===== config.mk =====
export PLATFORM = sky130hd
export DESIGN_NAME = ndvi_ctrl
export DESIGN_NICKNAME = d
export VERILOG_FILES = /design/src/rtl/core/ndvi_pkg.sv /design/src/rtl/core/ndvi_ctrl.sv
export SDC_FILE = /design/constraint.sdc
export NUM_CORES = 1
export LEC_CHECK = 0
export ABC_AREA = 0
export BUFFER_PORTS_ARGS = -buffer_cell sky130_fd_sc_hd__buf_4
export CAP_MARGIN = 20
export CORE_AREA = 2 2 39 41
export DETAILED_ROUTE_END_ITERATION = 10
export DIE_AREA = 0 0 41 43
export PLACE_DENSITY = 0.45
export SLEW_MARGIN = 20
export SYNTH_ARGS = -nofsm -noshare
export SYNTH_HDL_FRONTEND = slang
export SYNTH_SLANG_ARGS = --single-unit

===== constraint.sdc =====
create_clock -name i_clk -period 1.36 [get_ports i_clk]
set_input_delay 0.068 -clock i_clk [delete_from_list [all_inputs] [get_ports i_clk]]
set_output_delay 0.068 -clock i_clk [all_outputs]
set_load 0.01 [all_outputs]

===== src/rtl/core/ndvi_pkg.sv =====
`timescale 1ns / 1ps
`default_nettype none

package ndvi_pkg;

    // Item field widths
    localparam int IDX_W       = 8;
    localparam int IN_VALUE_W  = 32;
    localparam int DIFF_W      = 33;
    localparam int CFG_COUNT_W = 9;

    // Parameter defaults
    localparam int DEF_MAX_BINS   = 256;
    localparam int DEF_VALUE_BITS = 32;

    // Result when no bin differs
    localparam logic [DIFF_W-1:0] DIFF_NONE = {DIFF_W{1'b1}};

    // Item modes
    localparam logic MODE_LOAD  = 1'b0;
    localparam logic MODE_QUERY = 1'b1;

    // Register port
    localparam int                    APB_ADDR_W      = 3;
    localparam int                    APB_DATA_W      = 32;
    localparam logic [APB_ADDR_W-1:0] REG_BIN_COUNT   = 3'h0;
    localparam logic [CFG_COUNT_W-1:0] BIN_COUNT_RESET = 9'd256;

    // Controller to datapath
    typedef struct packed {
        logic load;      // write the input value into its bin
        logic start;     // latch query bin and count, clear best
        logic sel_self;  // read address is the query bin
        logic take_self; // capture the query bin's value
        logic issue;     // read next scan address
        logic emit;      // load the result register
    } t_dp_cmd;

    // Datapath to controller
    typedef struct packed {
        logic query_ok;  // query bin lies below the effective count
        logic more;      // scan addresses remain
    } t_dp_sts;

endpackage

`default_nettype wire


===== src/rtl/core/ndvi_ctrl.sv =====
`timescale 1ns / 1ps
`default_nettype none

module ndvi_ctrl
    import ndvi_pkg::*;
(
    input  wire logic    i_clk,
    input  wire logic    i_rst_n,
    input  wire logic    i_in_valid,
    input  wire logic    i_mode,
    output logic         o_in_ready,
    output logic         o_out_valid,
    input  wire logic    i_out_ready,
    input  wire t_dp_sts i_sts,
    output t_dp_cmd      o_cmd
);

    typedef enum logic [2:0] {
        ST_IDLE,
        ST_SELF,
        ST_GRAB,
        ST_SCAN,
        ST_FINISH
    } t_state;

    t_state r_state, n_state;
    logic   r_out_valid, n_out_valid;

    always_comb begin
        n_state = r_state;
        o_cmd   = '0;
        unique case (r_state)
            ST_IDLE: begin
                if (i_in_valid) begin
                    if (i_mode == MODE_LOAD) begin
                        o_cmd.load = 1'b1;
                    end else begin
                        o_cmd.start = 1'b1;
                        n_state     = i_sts.query_ok ? ST_SELF : ST_FINISH;
                    end
                end
            end
            ST_SELF: begin
                o_cmd.sel_self = 1'b1;
                n_state        = ST_GRAB;
            end
            ST_GRAB: begin
                o_cmd.take_self = 1'b1;
                o_cmd.issue     = 1'b1;
                n_state         = ST_SCAN;
            end
            ST_SCAN: begin
                if (i_sts.more) begin
                    o_cmd.issue = 1'b1;
                end else begin
                    n_state = ST_FINISH;
                end
            end
            ST_FINISH: begin
                if (!r_out_valid || i_out_ready) begin
                    o_cmd.emit = 1'b1;
                    n_state    = ST_IDLE;
                end
            end
            default: n_state = ST_IDLE;
        endcase
    end

    always_comb begin
        n_out_valid = r_out_valid;
        if (o_cmd.emit) begin
            n_out_valid = 1'b1;
        end else if (i_out_ready) begin
            n_out_valid = 1'b0;
        end
    end

    always_ff @(posedge i_clk) begin
        if (!i_rst_n) begin
            r_state     <= ST_IDLE;
            r_out_valid <= 1'b0;
        end else begin
            r_state     <= n_state;
            r_out_valid <= n_out_valid;
        end
    end

    assign o_in_ready  = (r_state == ST_IDLE);
    assign o_out_valid = r_out_valid;

endmodule

`default_nettype wire


==> impl_metrics.env, run 1 <==
export IMPL_status="completed"
export IMPL_cp_endpoint="o_cmd[4]"
export IMPL_cp_required_ps=1290
export IMPL_setup_viol=0
export IMPL_ioPinCount=15
export IMPL_dr_total_vias=274
export IMPL_worst_path_buf_inv=1
export IMPL_finalClockSkew_ps=5.42
export IMPL_antenna_cells=0
export IMPL_clock_latency_ps=230
export IMPL_start_util_pct=19.0
export IMPL_total_leakage_power_nw=0.178
export IMPL_maxCapViolations=0
export IMPL_crit_path_start_kind="register"
export IMPL_synth_top_family_by_area="simple AND/OR/NAND/NOR gates"
export IMPL_fp_coreArea_um2=1380
export IMPL_hold_violations=0
export IMPL_gr_usage_met3_pct=3.14
export IMPL_rr_endpoint="r_state[2]$_SDFFE_PN0P_"
export IMPL_via_per_inst=4.42
export IMPL_power_frac_comb_pct=24.5
export IMPL_drv_slew=0
export IMPL_crit_arrival_ps=1170
export IMPL_grt_max_degree=10
export IMPL_cp_cell_sequence="nor3_2 -> and3_1 -> buf_4"
export IMPL_dr_pass1_iters=4
export IMPL_grt_pass1_vias=252
export IMPL_syn_inst=32
export IMPL_slowest_delay_ps=390
export IMPL_clock_sinks=4
export IMPL_swShare_pct=26.2
export IMPL_met2_usage_pct=12.2
export IMPL_grt_most_used_layer="met2"
export IMPL_cts_root_buf="clkbuf_4"
export IMPL_yosysSeqAreaShare_pct=30.5
export IMPL_rows=14
export IMPL_die_w_um=41
export IMPL_slew_headroom_pct=78.2
export IMPL_final_antenna_net_count=0
export IMPL_drt_wl_total_um=610
export IMPL_dpl_cell_area_um2=354
export IMPL_fp_dieH_um=43
export IMPL_hp_class="in -> reg"
export IMPL_fill_cells=159
export IMPL_reg2reg_depth=3
export IMPL_synthAdderAreaFrac_pct=0
export IMPL_crit_family="simple AND/OR/NAND/NOR gates"
export IMPL_multiInputGateArea_um2=145
export IMPL_syn_num_nets=39
export IMPL_drtIter0Drc=4
export IMPL_pwr_share_seq_pct=36.5
export IMPL_die_area_um2=1760
export IMPL_cts_tree="done"
export IMPL_powerDensity_nw_per_um2=989
export IMPL_tightest_slew_ps=327
export IMPL_irDropWorstVdd_mv=0.225
export IMPL_ys_ff_latch=4
export IMPL_muxShareOfSynthArea_pct=0
export IMPL_syn_avg_cell_area_um2=8.21
export IMPL_p_switching_uw=97.5
export IMPL_synthesis_area_um2=263
export IMPL_crit_fanout=9
export IMPL_synth_compound_area_share_pct=16.7
export IMPL_finalInstanceArea_um2=377
export IMPL_slowest_stage="dfxtp_1"
export IMPL_setup_tns_ps=0
export IMPL_io_buffers=14
export IMPL_p_int_uw=275
export IMPL_place_hpwl_um=500
export IMPL_r2r_start="r_state[2]$_SDFFE_PN0P_"
export IMPL_clockPowerShare_pct=39.0
export IMPL_cts_made_buffers=3
export IMPL_use_met1_pct=7.35
export IMPL_antenna_found_initial=0
export IMPL_post_cts_buffers=0
export IMPL_drive_gt1_share_pct=41.3
export IMPL_crit_start="r_state[2]$_SDFFE_PN0P_"
export IMPL_rsz0062_at_grt="no"
export IMPL_cts_clk_slew_worst_paths_ps=40
export IMPL_path_depth=3
export IMPL_h_tree_depth=1
export IMPL_syn_to_final_growth_pct=43.3
export IMPL_crit_type="reg -> out"
export IMPL_grt_first_pass_wirelength_um=890
export IMPL_fin_crit_sh_pct=91.0
export IMPL_fin_nets=55
export IMPL_period_minus_slack_ps=1240
export IMPL_drc=0
export IMPL_wl_per_cell_um=9.84
export IMPL_synthSimpleGateAreaFrac_pct=38.6
export IMPL_synth_cell_types=19
export IMPL_hold_buffers=0
export IMPL_synthXorXnorAreaFrac_pct=0
export IMPL_cts_resized=0
export IMPL_gr_total_overflow=0
export IMPL_end_kind="output port"
export IMPL_gp_congestion=0.621
export IMPL_yosys_warnings=0
export IMPL_regArea_um2=80.1
export IMPL_clk_path_buf_depth=2
export IMPL_ff2ff_setup_slack_ps=250
export IMPL_track_usage_pct=7.72
export IMPL_max_freq_ghz=0.808
## cell usage in the layout, fill, tap and decap left out
| cell | instances |
|---|---|
| buf_4 | 14 |
| nand2_1 | 1 |
| nor2b_1 | 2 |
| a41oi_1 | 1 |
| nor3_2 | 1 |
| and3_1 | 2 |
| a211o_1 | 1 |
| clkbuf_4 | 3 |
| a211oi_1 | 1 |
| dfxtp_1 | 4 |
| inv_1 | 1 |
| nor2_1 | 5 |
| nand2b_1 | 3 |
| and3b_1 | 1 |
| nor2_2 | 1 |
| o32ai_1 | 1 |
| nor3_1 | 2 |
| a21oi_1 | 2 |
## metrics by stage
stage               hold WS (ps)  utilization, %  setup WS (ps)  cells  power, mW
floorplan                    196               -            346     32      0.191
global placement             315            25.6            294     59      0.231
global route                78.7            27.2           32.5     62      0.406
finish                      83.0            27.2            123     62      0.372
detailed placement           325            25.6            263     59      0.231
CTS                         77.6            27.2            109     62      0.384
## how the worst min path moves through the flow
stage                          endpoint  slack [ps]  startpoint  depth (start not counted)
3_5_place_dp    r_state[2]$_SDFFE_PN0P_         330     i_rst_n                          2
3_3_place_gp    r_state[2]$_SDFFE_PN0P_         310     i_rst_n                          2
6_report        r_state[2]$_SDFFE_PN0P_          80     i_rst_n                          2
2_1_floorplan  o_out_valid$_SDFFE_PN0P_         200     i_rst_n                          1
4_1_cts         r_state[2]$_SDFFE_PN0P_          80     i_rst_n                          2
5_1_grt         r_state[2]$_SDFFE_PN0P_          80     i_rst_n                          2
## cell type report
class	count	area share, %
sequential	4	21.3
multi-input combinational	24	38.5
timing repair buffer	14	27.9
inverter	1	0.997
tap	16	5.32
clock buffer	3	5.98
## cells by family after synthesis
| group | count (synthesis) |
|---|---|
| buffers and inverters | 4 |
| AND/OR/NAND/NOR | 18 |
| AO/OA/AOI/OAI | 6 |
| flip-flops | 4 |
## routing by layer
layer  vias to the layer above  wire (um)
met5                         -          0
met3                         0         51
met1                       123        261
met2                        11        297
li1                        140          -
met4                         0          0
## flip-flops by register name, indices dropped and copies added (netlist names)
register     count
r_state          3
o_out_valid      1
## synthesized netlist by cell type, drive strengths merged
library cell,instances,share of area (%)
nand2,1,1.4
o32ai,1,3.3
nor3,3,7.6
nor2b,2,4.8
dfxtp,4,30
and3b,1,3.3
a41oi,1,3.3
a211oi,1,2.9
a211o,1,3.3
a21oi,2,3.8
and3,2,4.8
buf,3,13
nand2b,3,7.1
nor2,6,9.5
inv,1,1.4
## power groups by stage
| stage | combinational, mW | sequential (mW) | clock (mW) |
|---|---|---|---|
| after global routing | 0.101 | 0.137 | 0.168 |
| after global placement | 0.0933 | 0.137 | 0 |
| after CTS | 0.0932 | 0.136 | 0.155 |
| after floorplan | 0.0599 | 0.131 | 0 |
| final | 0.0912 | 0.136 | 0.145 |
| after detailed placement | 0.0929 | 0.138 | 0 |
(Power assumes the default switching activity.)
==> inputs of run 2 (changes only) <==
==> constraint.sdc (replaced) <==
create_clock -name i_clk -period 1.36 [get_ports i_clk]
set_input_delay 0.272 -clock i_clk [delete_from_list [all_inputs] [get_ports i_clk]]
set_output_delay 0.272 -clock i_clk [all_outputs]
set_load 0.01 [all_outputs]
==> run 2 against run 1 <==
Effect of this change: the flow now finishes with violations (setup timing); non-clock buffer count is 1 higher; via count grew 2.2%; sequential share of layout area hardly changed; clock skew about the same; clock power up 7%; hold slack gained 200 ps; combinational power rose by 13%; maximum frequency is 9.3% lower; critical path type unchanged; largest cell class unchanged; highest routed layer is now met4.
==> impl_metrics.env, run 2 (synthesis results as in run 1) <==
export IMPL_max_freq_ghz=0.734
export IMPL_swShare_pct=28.2
export IMPL_powerDensity_nw_per_um2=975
export IMPL_layout_common_cells="buf_4, nor2_1, nand2b_1, clkbuf_4"
export IMPL_crit_fanout=6
export IMPL_period_minus_slack_ps=1360
export IMPL_die_w_um=41
export IMPL_use_met1_pct=7.72
export IMPL_end_kind="output port"
export IMPL_via_per_inst=4.44
export IMPL_grt_pass1_vias=244
export IMPL_cp_required_ps=1090
export IMPL_crit_type="reg -> out"
export IMPL_drtIter0Drc=3
export IMPL_layout_commonest_cell="buf_4"
export IMPL_fin_crit_sh_pct=100
export IMPL_hold_buffers=0
export IMPL_wl_per_cell_um=9.94
export IMPL_irDropWorstVdd_mv=0.178
export IMPL_drt_wl_total_um=626
export IMPL_fill_cells=153
export IMPL_top_register="r_state"
export IMPL_grt_most_used_layer="met2"
export IMPL_setup_slack_ps=-3.18
export IMPL_place_hpwl_um=457
export IMPL_regArea_um2=86.3
export IMPL_setup_viol=1
export IMPL_ff2ff_setup_slack_ps=330
export IMPL_h_tree_depth=1
export IMPL_power_frac_comb_pct=26.1
export IMPL_cts_clk_slew_worst_paths_ps=40
export IMPL_drc=0
export IMPL_antenna_found_initial=0
export IMPL_violations="setup timing"
export IMPL_dr_total_vias=280
export IMPL_tightest_slew_ps=242
export IMPL_hp_class="in -> reg"
export IMPL_clockPowerShare_pct=39.0
export IMPL_maxCapViolations=0
export IMPL_crit_start="r_state[0]$_SDFFE_PN0P_"
export IMPL_finalClockSkew_ps=5.27
export IMPL_grt_first_pass_wirelength_um=890
export IMPL_fp_coreArea_um2=1380
export IMPL_crit_path_start_kind="register"
export IMPL_finalPower_uw=397
export IMPL_p_int_uw=285
export IMPL_cts_tree="done"
export IMPL_multiInputGateArea_um2=161
export IMPL_met2_usage_pct=11.9
export IMPL_rr_endpoint="r_state[2]$_SDFFE_PN0P_"
export IMPL_r2r_start="r_state[2]$_SDFFE_PN0P_"
export IMPL_reg2reg_depth=3
export IMPL_rows=14
export IMPL_clock_latency_ps=240
export IMPL_drv_slew=0
export IMPL_setup_tns_ps=-3.18
export IMPL_fin_nets=56
export IMPL_rsz0062_at_grt="yes"
export IMPL_ioPinCount=15
export IMPL_clock_sinks=4
export IMPL_gr_usage_met3_pct=1.57
export IMPL_gp_congestion=0.613
export IMPL_gr_total_overflow=0
export IMPL_dr_pass1_iters=2
export IMPL_largest_reg_flops=3
export IMPL_total_leakage_power_nw=0.188
export IMPL_status="finished with violations"
export IMPL_start_util_pct=19.0
export IMPL_antenna_cells=0
export IMPL_fp_dieH_um=43
export IMPL_crit_arrival_ps=1090
export IMPL_clk_path_buf_depth=2
export IMPL_track_usage_pct=8.03
export IMPL_cts_made_buffers=3
export IMPL_syn_to_final_growth_pct=54.8
export IMPL_io_buffers=14
export IMPL_final_antenna_net_count=0
export IMPL_drive_gt1_share_pct=53.2
export IMPL_cts_root_buf="clkbuf_4"
export IMPL_hold_violations=0
export IMPL_pwr_share_seq_pct=34.9
export IMPL_cp_endpoint="o_cmd[5]"
export IMPL_grt_max_degree=10
export IMPL_slew_headroom_pct=83.8
export IMPL_die_area_um2=1760
export IMPL_p_switching_uw=112
==> run 2: final cells by class <==
class / instances / share of cell area, %
clock buffer: 3 / 5.54
multi-input combinational: 24 / 39.7
timing repair buffer: 15 / 27.7
tap: 16 / 4.92
inverter: 1 / 0.923
sequential: 4 / 21.2
==> run 2: through the flow <==
| step | utilization [%] | hold slack, ps | cell area, um^2 | cells | setup slack, ps |
|---|---|---|---|---|---|
| final | 29.4 | 286 | 407 | 63 | -3.18 |
| after global routing | 29.4 | 281 | 407 | 63 | -64.8 |
| after CTS | 29.0 | 282 | 402 | 63 | -10.5 |
| after detailed placement | 25.6 | 526 | 354 | 59 | 162 |
| after global placement | 25.6 | 522 | 354 | 59 | 148 |
| after floorplan | - | 400 | 263 | 32 | 149 |
==> run 2: worst min-delay path by stage <==
stage / from / to / slack [ps] / cells after the start
finish: i_rst_n / r_state[2]$_SDFFE_PN0P_ / 290 / 2
global route: i_rst_n / r_state[2]$_SDFFE_PN0P_ / 280 / 2
CTS: i_rst_n / r_state[2]$_SDFFE_PN0P_ / 280 / 2
detailed placement: i_rst_n / r_state[2]$_SDFFE_PN0P_ / 530 / 2
global placement: i_rst_n / r_state[2]$_SDFFE_PN0P_ / 520 / 2
floorplan: i_rst_n / o_out_valid$_SDFFE_PN0P_ / 400 / 1
==> run 2: routing by layer <==
metal  vias to the layer above  share of wire (%)
li1                        142                  -
met1                       123                 38
met2                        11                 52
met3                         4                6.9
met4                         0                3.5
met5                         -                  0
==> run 2: repair_timing <==
item | in CTS | in global routing
gates resized for setup | 7 | 1
setup endpoints to repair | 5 | 4
pin swaps | 2 | 1
buffers inserted | 1 | 0
==> run 2: power groups by stage <==
| stage | Clock (mW) | Sequential, mW | Combinational [mW] |
|---|---|---|---|
| after floorplan | 0 | 0.131 | 0.0599 |
| after CTS | 0.159 | 0.138 | 0.103 |
| final | 0.155 | 0.138 | 0.103 |
| after global routing | 0.168 | 0.140 | 0.115 |
| after detailed placement | 0 | 0.137 | 0.0920 |
| after global placement | 0 | 0.138 | 0.0933 |
==> run 2: critical path: stages (launching register included) <==
cell and delay, ps:
dfxtp_4 360, nor3_4 200, and3b_1 180, buf_4 110
